**src/design/srfp_pkg.sv**
```systemverilog
// srfp_pkg: types and constants shared by the sensor response frame parser
// holds command and status codes, frame constants and the timeout reset value
// no dependencies
package srfp_pkg;

	typedef enum logic [1:0] {
		CMD_BYTE  = 2'd0,
		CMD_TICK  = 2'd1,
		CMD_START = 2'd2,
		CMD_NONE  = 2'd3
	} cmd_t;

	typedef enum logic [1:0] {
		ST_OK       = 2'd0,
		ST_TIMEOUT  = 2'd1,
		ST_CHECKSUM = 2'd2,
		ST_BAD_CODE = 2'd3
	} status_t;

	localparam logic [7:0]  START_BYTE    = 8'hFF;
	localparam logic [7:0]  REPLY_READ    = 8'h86;
	localparam logic [8:0]  TEMP_OFFSET   = 9'd40;
	localparam logic [15:0] TIMEOUT_RESET = 16'd1000;
	localparam logic [15:0] TICKS_MAX     = 16'hFFFF;
	localparam logic [3:0]  LAST_DATA     = 4'd7;
	localparam logic [3:0]  CHECK_POS     = 4'd8;

endpackage

```
**src/design/srfp_if.sv**
```systemverilog
// srfp_if: valid/ready channel interfaces of the sensor response frame parser
// request channel, result channel and configuration write channel
// depends on srfp_pkg
interface srfp_in_if;
	logic               valid;
	logic               ready;
	srfp_pkg::cmd_t     command;
	logic [7:0]         rx_byte;

	modport source (output valid, output command, output rx_byte, input ready);
	modport sink (input valid, input command, input rx_byte, output ready);
endinterface

interface srfp_out_if;
	logic                valid;
	logic                ready;
	srfp_pkg::status_t   status;
	logic [15:0]         co2_ppm;
	logic signed [8:0]   temperature;

	modport source (output valid, output status, output co2_ppm, output temperature,
		input ready);
	modport sink (input valid, input status, input co2_ppm, input temperature,
		output ready);
endinterface

interface srfp_cfg_if;
	logic        valid;
	logic        ready;
	logic [15:0] data;

	modport source (output valid, output data, input ready);
	modport sink (input valid, input data, output ready);
endinterface

```
**src/design/sensor_response_frame_parser.sv**
```systemverilog
// sensor_response_frame_parser: nine-byte gas sensor reply frame parser
// depends on srfp_pkg and the channel interfaces in srfp_if
//
// in_req carries one request per cycle: a received byte, a millisecond tick or a
// start command. a start arms a read; bytes before the 0xFF start byte are dropped,
// the next seven bytes are collected and the checksum byte produces one result on
// out_res. a timeout result is given once the ticks counted while armed exceed
// timeout_ticks. cfg writes timeout_ticks and is always ready; write it only idle.
// a request is registered in the input register, then evaluated into the result
// register, which drives out_res.valid and its fields.
// throughput: one request per cycle while the result register can advance, as the
// state update between the input register and the result register is combinational.
// when the receiver stalls the result register holds; one further request is
// taken into the input register, then in_req.ready drops until the result leaves.
// reset: disarmed, counters clear, timeout_ticks back to 1000, no result pending.
module sensor_response_frame_parser (
	input  logic       clk,
	input  logic       arst_n,
	srfp_in_if.sink    in_req,
	srfp_out_if.source out_res,
	srfp_cfg_if.sink   cfg
);
	import srfp_pkg::*;

	logic        valid_s1;
	cmd_t        cmd_s1;
	logic [7:0]  byte_s1;
	logic        adv;

	logic        armed_q;
	logic [3:0]  byte_count_q;
	logic [15:0] elapsed_q;
	logic [7:0]  sum_q;
	logic [7:0]  code_q;
	logic [23:0] reading_q;
	logic [15:0] timeout_q;

	logic        out_valid_q;
	status_t     status_q;
	logic [15:0] ppm_q;
	logic signed [8:0] temp_q;

	logic [15:0] elapsed_nx;
	logic [7:0]  check_exp;
	logic        fire;

	assign adv          = !out_valid_q || out_res.ready;
	assign in_req.ready = !valid_s1 || adv;
	assign cfg.ready    = 1'b1;
	assign fire         = valid_s1 && adv;

	assign elapsed_nx = (elapsed_q == TICKS_MAX) ? elapsed_q : elapsed_q + 16'd1;
	assign check_exp  = 8'd0 - sum_q;

	always_ff @(posedge clk or negedge arst_n) begin
		if (!arst_n) begin
			valid_s1 <= 1'b0;
		end else if (in_req.ready) begin
			valid_s1 <= in_req.valid;
		end
	end

	always_ff @(posedge clk) begin
		if (in_req.ready && in_req.valid) begin
			cmd_s1  <= in_req.command;
			byte_s1 <= in_req.rx_byte;
		end
	end

	always_ff @(posedge clk or negedge arst_n) begin
		if (!arst_n) begin
			timeout_q <= TIMEOUT_RESET;
		end else if (cfg.valid) begin
			timeout_q <= cfg.data;
		end
	end

	always_ff @(posedge clk or negedge arst_n) begin
		if (!arst_n) begin
			armed_q      <= 1'b0;
			byte_count_q <= '0;
			elapsed_q    <= '0;
			sum_q        <= '0;
			code_q       <= '0;
			reading_q    <= '0;
			out_valid_q  <= 1'b0;
			status_q     <= ST_OK;
			ppm_q        <= '0;
			temp_q       <= '0;
		end else begin
			if (out_res.ready) begin
				out_valid_q <= 1'b0;
			end
			if (fire) begin
				case (cmd_s1)
					CMD_START: begin
						armed_q      <= 1'b1;
						byte_count_q <= '0;
						elapsed_q    <= '0;
						sum_q        <= '0;
						code_q       <= '0;
						reading_q    <= '0;
					end
					CMD_TICK: begin
						if (armed_q) begin
							elapsed_q <= elapsed_nx;
							if (elapsed_nx > timeout_q) begin
								armed_q     <= 1'b0;
								out_valid_q <= 1'b1;
								status_q    <= ST_TIMEOUT;
								ppm_q       <= '0;
								temp_q      <= '0;
							end
						end
					end
					CMD_BYTE: begin
						if (armed_q) begin
							if (byte_count_q == 4'd0) begin
								if (byte_s1 == START_BYTE) begin
									byte_count_q <= 4'd1;
								end
							end else if (byte_count_q <= LAST_DATA) begin
								sum_q        <= sum_q + byte_s1;
								byte_count_q <= byte_count_q + 4'd1;
								if (byte_count_q == 4'd1) begin
									code_q <= byte_s1;
								end else if (byte_count_q <= 4'd4) begin
									reading_q <= {reading_q[15:0], byte_s1};
								end
							end else begin
								armed_q      <= 1'b0;
								byte_count_q <= '0;
								out_valid_q  <= 1'b1;
								ppm_q        <= '0;
								temp_q       <= '0;
								if (code_q != REPLY_READ) begin
									status_q <= ST_BAD_CODE;
								end else if (check_exp != byte_s1) begin
									status_q <= ST_CHECKSUM;
								end else begin
									status_q <= ST_OK;
									ppm_q    <= reading_q[23:8];
									temp_q   <= $signed({1'b0, reading_q[7:0]} - TEMP_OFFSET);
								end
							end
						end
					end
					default: begin
					end
				endcase
			end
		end
	end

	assign out_res.valid       = out_valid_q;
	assign out_res.status      = status_q;
	assign out_res.co2_ppm     = ppm_q;
	assign out_res.temperature = temp_q;

`ifndef SYNTH
	a_count_range: assert property (@(posedge clk) disable iff (!arst_n)
		byte_count_q <= CHECK_POS)
		else $error("byte count beyond checksum position");

	a_result_disarms: assert property (@(posedge clk) disable iff (!arst_n)
		$rose(out_valid_q) |-> $past(armed_q) && !armed_q)
		else $error("result without an armed read or without disarming");

	a_fail_zero: assert property (@(posedge clk) disable iff (!arst_n)
		out_valid_q && (status_q != ST_OK) |-> (ppm_q == 16'd0) && (temp_q == 9'sd0))
		else $error("failed result carries reading data");

	a_stall_cause: assert property (@(posedge clk) disable iff (!arst_n)
		!in_req.ready |-> valid_s1 && out_valid_q && !out_res.ready)
		else $error("request channel stalled without a pending result");
`endif

endmodule

```
**src/flat_wrapper.sv**
```systemverilog
// flat-port wrapper written by rule: the top's interface ports become plain ports
module sensor_response_frame_parser_flat import srfp_pkg::*;
  (clk, arst_n, in_req_valid, in_req_command, in_req_rx_byte, in_req_ready, out_res_valid, out_res_status, out_res_co2_ppm, out_res_temperature, out_res_ready, cfg_valid, cfg_data, cfg_ready);
  srfp_in_if in_req_i ();
  srfp_out_if out_res_i ();
  srfp_cfg_if cfg_i ();
  input  logic clk;
  input  logic arst_n;
  input wire logic [$bits(in_req_i.valid)-1:0] in_req_valid;
  input wire logic [$bits(in_req_i.command)-1:0] in_req_command;
  input wire logic [$bits(in_req_i.rx_byte)-1:0] in_req_rx_byte;
  output wire logic [$bits(in_req_i.ready)-1:0] in_req_ready;
  output wire logic [$bits(out_res_i.valid)-1:0] out_res_valid;
  output wire logic [$bits(out_res_i.status)-1:0] out_res_status;
  output wire logic [$bits(out_res_i.co2_ppm)-1:0] out_res_co2_ppm;
  output wire logic [$bits(out_res_i.temperature)-1:0] out_res_temperature;
  input wire logic [$bits(out_res_i.ready)-1:0] out_res_ready;
  input wire logic [$bits(cfg_i.valid)-1:0] cfg_valid;
  input wire logic [$bits(cfg_i.data)-1:0] cfg_data;
  output wire logic [$bits(cfg_i.ready)-1:0] cfg_ready;
  assign in_req_i.valid = in_req_valid;
  assign in_req_i.command = in_req_command;
  assign in_req_i.rx_byte = in_req_rx_byte;
  assign in_req_ready = in_req_i.ready;
  assign out_res_valid = out_res_i.valid;
  assign out_res_status = out_res_i.status;
  assign out_res_co2_ppm = out_res_i.co2_ppm;
  assign out_res_temperature = out_res_i.temperature;
  assign out_res_i.ready = out_res_ready;
  assign cfg_i.valid = cfg_valid;
  assign cfg_i.data = cfg_data;
  assign cfg_ready = cfg_i.ready;
  sensor_response_frame_parser u_core (.clk(clk), .arst_n(arst_n), .in_req(in_req_i), .out_res(out_res_i), .cfg(cfg_i));
endmodule
```
**config.mk**
```make
export PLATFORM = sky130hd
export DESIGN_NAME = sensor_response_frame_parser_flat
export DESIGN_NICKNAME = d
export VERILOG_FILES = /design/src/design/srfp_pkg.sv /design/src/design/srfp_if.sv /design/src/design/sensor_response_frame_parser.sv /design/src/flat_wrapper.sv
export SDC_FILE = /design/constraint.sdc
export NUM_CORES = 1
export LEC_CHECK = 0
export BUFFER_PORTS_ARGS = -buffer_cell sky130_fd_sc_hd__buf_2
export CORE_MARGIN = 5
export CORE_UTILIZATION = 59
export CTS_CLUSTER_SIZE = 30
export DETAILED_ROUTE_END_ITERATION = 7
export PLACE_DENSITY = 0.8
export SYNTH_ARGS = -nofsm -noshare
export SYNTH_HDL_FRONTEND = slang
export SYNTH_SLANG_ARGS = --single-unit
```
**constraint.sdc**
```tcl
create_clock -name clk -period 4.25 [get_ports clk]
set_input_delay 1.275 -clock clk [delete_from_list [all_inputs] [get_ports clk]]
set_output_delay 1.275 -clock clk [all_outputs]
set_load 0.01 [all_outputs]
```
; Word-level counts from Yosys, hierarchy flattened
; Cells that the tools add are included.
[totals]
ff_bits = 116
input_bits = 31
out_inout_bits = 30
[classes]
reduce_logical = 19
order_cmp = 3
mux = 61
addsub = 5
n_eq_ne = 17
[op_table]
columns = op, n
row1 = $mux W16, 9
row2 = $mux W24, 5
row3 = $pmux W16 S2, 2
row4 = $mux W9, 7
row5 = $mux W8, 7
row6 = $pmux W24 S2, 1
row7 = $pmux W8 S2, 2
row8 = $pmux W9 S2, 1
row9 = $add A16 B1 Y16 const B, 1
row10 = $eq A16 B16 Y1 const B, 1
row11 = $gt A16 B16 Y1, 1
row12 = $mux W4, 4
row13 = $mux W2, 7
row14 = $reduce_and A7 Y1, 2
row15 = $mux W1, 12
row16 = $ne A2 B1 Y1 const B, 6
row17 = $sub A8 B6 Y9 const B, 1
row18 = $add A8 B8 Y8, 1
row19 = $eq A8 B8 Y1 const B, 1
row20 = $le A4 B3 Y1 const B, 2
row21 = $ne A8 B8 Y1, 1
row22 = $ne A8 B8 Y1 const B, 1
row23 = $pmux W4 S2, 1
row24 = $sub A1 B8 Y8 const A, 1
row25 = other kinds (21), 28

; Logic depth before layout (Yosys ltp)
[depth]
ltp_word = 8
ltp_mapped = 17
ltp_nobuf = 13

; Worst setup path after synthesis
; No wires, ideal clock.
[synth_timing]
kind = register -> register
start = register u_core.elapsed_q[6]
end = register u_core.ppm_q[10], in the netlist u_core.out_res.co2_ppm[10]
path_slack_ps = 568
stages_incl_launch_ff = 18
setup_ps = 79
period_less_slack_ps = 3682
arrival_ps = 3603
cell_sequence = dfrtp_1 > clkbuf_1 > and4_1 > clkbuf_1 > nand2_1 > nor3_1 > and3_1 > nand3_1 > o21a_1 > ha_1 > nand4_1 > nor4_1 > a21boi_1 > o31a_1 > a32o_1 > buf_2 > buf_2 > mux2i_1
[synth_via]
elab_chain_cells = 5
[synth_lines]
columns = element, line
row1 = start: declaration, sensor_response_frame_parser.sv:32  ; logic [15:0] elapsed_q;
row2 = start signal: assignment, sensor_response_frame_parser.sv:106  ; elapsed_q <= elapsed_nx;
row3 = $add A16 B1 Y16 / $eq A16 B16 Y1 (equally long branches), sensor_response_frame_parser.sv:52  ; assign elapsed_nx = (elapsed_q == TICKS_MAX) ? elapsed_q : elapsed_q + 16'd1;
row4 = $mux W16 *, sensor_response_frame_parser.sv:52
row5 = $gt A16 B16 Y1 *, sensor_response_frame_parser.sv:107  ; if (elapsed_nx > timeout_q) begin
row6 = $ne A2 B1 Y1 (no line) *, -
row7 = $reduce_and A7 Y1 (no line) *, -
row8 = end signal: assignment, sensor_response_frame_parser.sv:142  ; ppm_q <= reading_q[23:8];
row9 = end: declaration, sensor_response_frame_parser.sv:40  ; logic [15:0] ppm_q;
; Mark *: on every way between the ends. The rest lies on a longest branch, timed or not.
; A chain may end at the register's enable or synchronous reset.

; Worst setup path after layout
[layout_timing]
start = register u_core.elapsed_q[6]
end = register u_core.temp_q[5], in the netlist u_core.out_res.temperature[5]
[layout_via]
elab_chain_cells = 5
[layout_lines]
columns = element, line
row1 = $add A16 B1 Y16 / $eq A16 B16 Y1 (equally long branches), sensor_response_frame_parser.sv:52
row2 = $mux W16 *, sensor_response_frame_parser.sv:52
row3 = $gt A16 B16 Y1 *, sensor_response_frame_parser.sv:107
row4 = $ne A2 B1 Y1 (no line) *, -
row5 = $reduce_and A7 Y1 (no line) *, -
row6 = end signal: assignment, sensor_response_frame_parser.sv:143  ; temp_q <= $signed({1'b0, reading_q[7:0]} - TEMP_OFFSET);
row7 = end: declaration, sensor_response_frame_parser.sv:41  ; logic signed [8:0] temp_q;
; Marks and branches as above.

==> results.toml <==
[run_status]
status = "finished clean"

[drt]
final_antenna_net_count = 0
remaining_drc_errors = 0
detailedRoute.firstIterationViolations = 314
drt-pass1-iter-count = 6
avgRoutedWirePerCell_um = 16.8
vias = 4803
routed_wl_um = 14200
via_per_inst = 5.70

[global_route]
maximum_number_of_pins_on_one_net_before_global_route_repair = 64
grt_antenna_before_repair = 0
grt_util_all_layers = 0.238
grt_pass1_wl_um = 23900
first_global_vias = 4946
grt-ovfl-total = 0

[sta]
worst_slew_margin_rel = 0.415
slew_of_the_pin_with_the_lowest_slew_margin_ns = 0.872
finish_stage_setup_viols = 0
rsz0062_at_grt = "false"
worst_clock_skew_ns = 0.00906
final.setup.worst_slack_ns = 0.384
final-max-slew-violation-count = 0
min_period_ns = 3.87
final-hold-violation-count = 0
highest_clock_frequency_the_design_can_meet_mhz = 259
finalCritPeriodShare = 0.910
tns_ns = 0

[floorplan]
die-height_um = 112
top_level_ports = 61
coreArea_sq_um = 10200
design.die.area_sq_um = 12400
fp-row-count = 37
initial_utilization = 0.597
floorplan.die.width_um = 112

[synth]
synthesis.area_per_instance_sq_um = 9.63
synth-warning-count = 0
ys_seq_elements = 116
synth.distinct_cells = 66
post_synth_instance_area_sq_um = 6080
register_area_share_after_synthesis = 0.487
syn-num-nets = 692
synthesis.instances = 631
async_reset_ff_frac = 0.914
ys.flop_type = "dfrtp_1"
edff_count_synth = 10

[power]
power_leakage_nw = 3.25
power_per_cell_area_nw_per_um2 = 412
totalPowerFinal_mw = 2.94
ir_drop_uv = 324

[placed_design]
place_hpwl_um = 9680
gp_routability_congestion = 0.954
detailedPlace.worstSlack_ns = 0.264
portBuffers = 59

[clock_network]
clock-sinks = 116
clk_latency_ns = 0.53
clock_tree_from_tritoncts = "done"
num_cts_buffers = 17
hold_buffers = 0
clk_transition_reported_paths_ns = 0.06
largest_buffer_count_on_any_clock_path = 2
postCtsSetupRepairBufs = 0
clock_tree.root_cell = "clkbuf_8"
cts.htree.levels = 4

[cells_and_area]
syn2layout_area_growth_pct = 17.3
nNetsFinal = 754
drive_above_1_share = 0.160
final_common_cell = "nand2_1"
layout.cells.most_common_list = "121 x nand2_1, 100 x dfrtp_1, 61 x o21ai_0"
insertedDiodeCount = 0

[setup_path]
crit_path_start = "u_core.elapsed_q[6]"
worstSetupPathType = "reg2reg"
cp_data_arrival_time_ns = 4.31
startpoint_type = "register"
required_ns = 4.69
crit_path_end_kind = "register"
critical_path_peak_fanout = 15
rr_startpoint = "u_core.elapsed_q[6]"

[hold_path]
hold_path.startpoint = "u_core.reading_q[23]"
min_path_type = "reg2reg"

[flow_run]
drv.max_cap_violation_count = 0
power by group:
part	internal [mW]	switching, mW
combinational	0.0887	0.148
sequential	1.19	0.0495
clock	0.967	0.497
path summary, 6_finish.rpt:
check                                                      to  slack (ns)  cells after the start
worst max-delay path            u_core.out_res.temperature[5]        0.38                     14
worst min-delay path                     u_core.reading_q[23]        0.48                      2
worst max register to register  u_core.out_res.temperature[5]        0.38                     14
worst min register to register           u_core.reading_q[23]        0.48                      2
max in group asynchronous                 u_core.timeout_q[6]        2.58                      2
min in group asynchronous           u_core.out_res.co2_ppm[6]        0.83                      1
final cells by class:
type                       instances  area, sq um
fill                             752         3050
sequential                       116         2960
multi-input combinational        437         2810
clock buffer                      23          487
timing repair buffer              68          378
inverter                          53          199
tap                              136          170
clock inverter                     9          124
flip-flops by register name, indices dropped and copies added (netlist names):
name                        count
u_core.elapsed_q               16
u_core.out_res.co2_ppm         16
u_core.code_q                   8
u_core.timeout_q               16
u_core.out_res.valid            1
u_core.byte_count_q             4
u_core.out_res.status           2
u_core.cmd_s1                   2
u_core.reading_q               24
u_core.out_res.temperature      9
u_core.armed_q                  1
u_core.valid_s1                 1
u_core.byte_s1                  8
u_core.sum_q                    8
Yosys cell counts (all sizes together), types with 2 or more instances:
library cell | count | area, sq um
ha | 29 | 363
clkbuf | 17 | 63.8
o21a | 2 | 15.0
edfxtp | 10 | 300
a31oi | 4 | 25.0
nor3b | 2 | 15.0
mux2i | 25 | 250
a22o | 15 | 131
a32o | 2 | 20.0
and3 | 5 | 31.3
nand4 | 10 | 68.8
nand3 | 9 | 45.0
and4 | 4 | 35.0
and2 | 4 | 25.0
or3 | 2 | 12.5
o31ai | 3 | 22.5
dfrtp | 100 | 2500
inv | 52 | 195
nor3 | 11 | 55.1
a41oi | 2 | 17.5
a2111oi | 2 | 36.3
o21ai | 67 | 335
nand4b | 2 | 17.5
a211oi | 2 | 15.0
a21o | 3 | 22.5
or4b | 2 | 23.8
xnor2 | 23 | 201
a21oi | 25 | 125
dfstp | 6 | 158
nand2 | 121 | 454
a21boi | 3 | 22.5
xor2 | 6 | 52.6
nand2b | 6 | 37.5
nor2 | 20 | 75.1
buf | 8 | 55.1
nor4 | 2 | 27.5
mux2 | 5 | 56.3
nor2b | 2 | 12.5
per-stage QoR:
step	hold WS, ns	area [sq um]	utilization	cells
2_1_floorplan	0.441	6080	-	631
3_3_place_gp	0.458	6510	0.639	810
3_5_place_dp	0.471	6510	0.639	810
4_1_cts	0.484	7120	0.699	842
5_1_grt	0.496	7130	0.700	842
6_report	0.477	7130	0.700	842
worst max-delay path: stages (launching register included):
cell,delay (ns)
dfrtp_1,0.46
and4_1,0.32
nand2_1,0.09
nor3_1,0.38
and3_1,0.28
nand3_1,0.09
o21a_1,0.12
ha_1,0.29
nand4_1,0.14
nor4_1,0.38
a21boi_1,0.22
o31a_1,0.21
a32o_4,0.35
buf_12,0.20
mux2i_1,0.21
cell families (layout without fill, tap and decap cells):
group	count (synthesis)	count (layout)	synth area share
xor+xnor	29	29	0.0418
mux	30	30	0.0504
simple gates	208	208	0.163
other cells	1	1	0.000617
flops	116	116	0.487
compound gates	139	139	0.142
fa+ha+maj	30	30	0.0630
buf+inv	78	153	0.0523
metal layers:
layer / vias to the layer above / track usage / wire length, um
met5: - / 0 / 0
met4: 0 / 0.0949 / 363
met3: 34 / 0.0625 / 705
met2: 144 / 0.405 / 7230
met1: 2319 / 0.290 / 5870
li1: 2306 / - / -
timing repair:
action                                  CTS  global route
endpoints found under the hold margin     0             0
resized for setup                         0             1
endpoints found under the setup margin    0            17
Note: power is estimated with default switching activity, not from simulation.
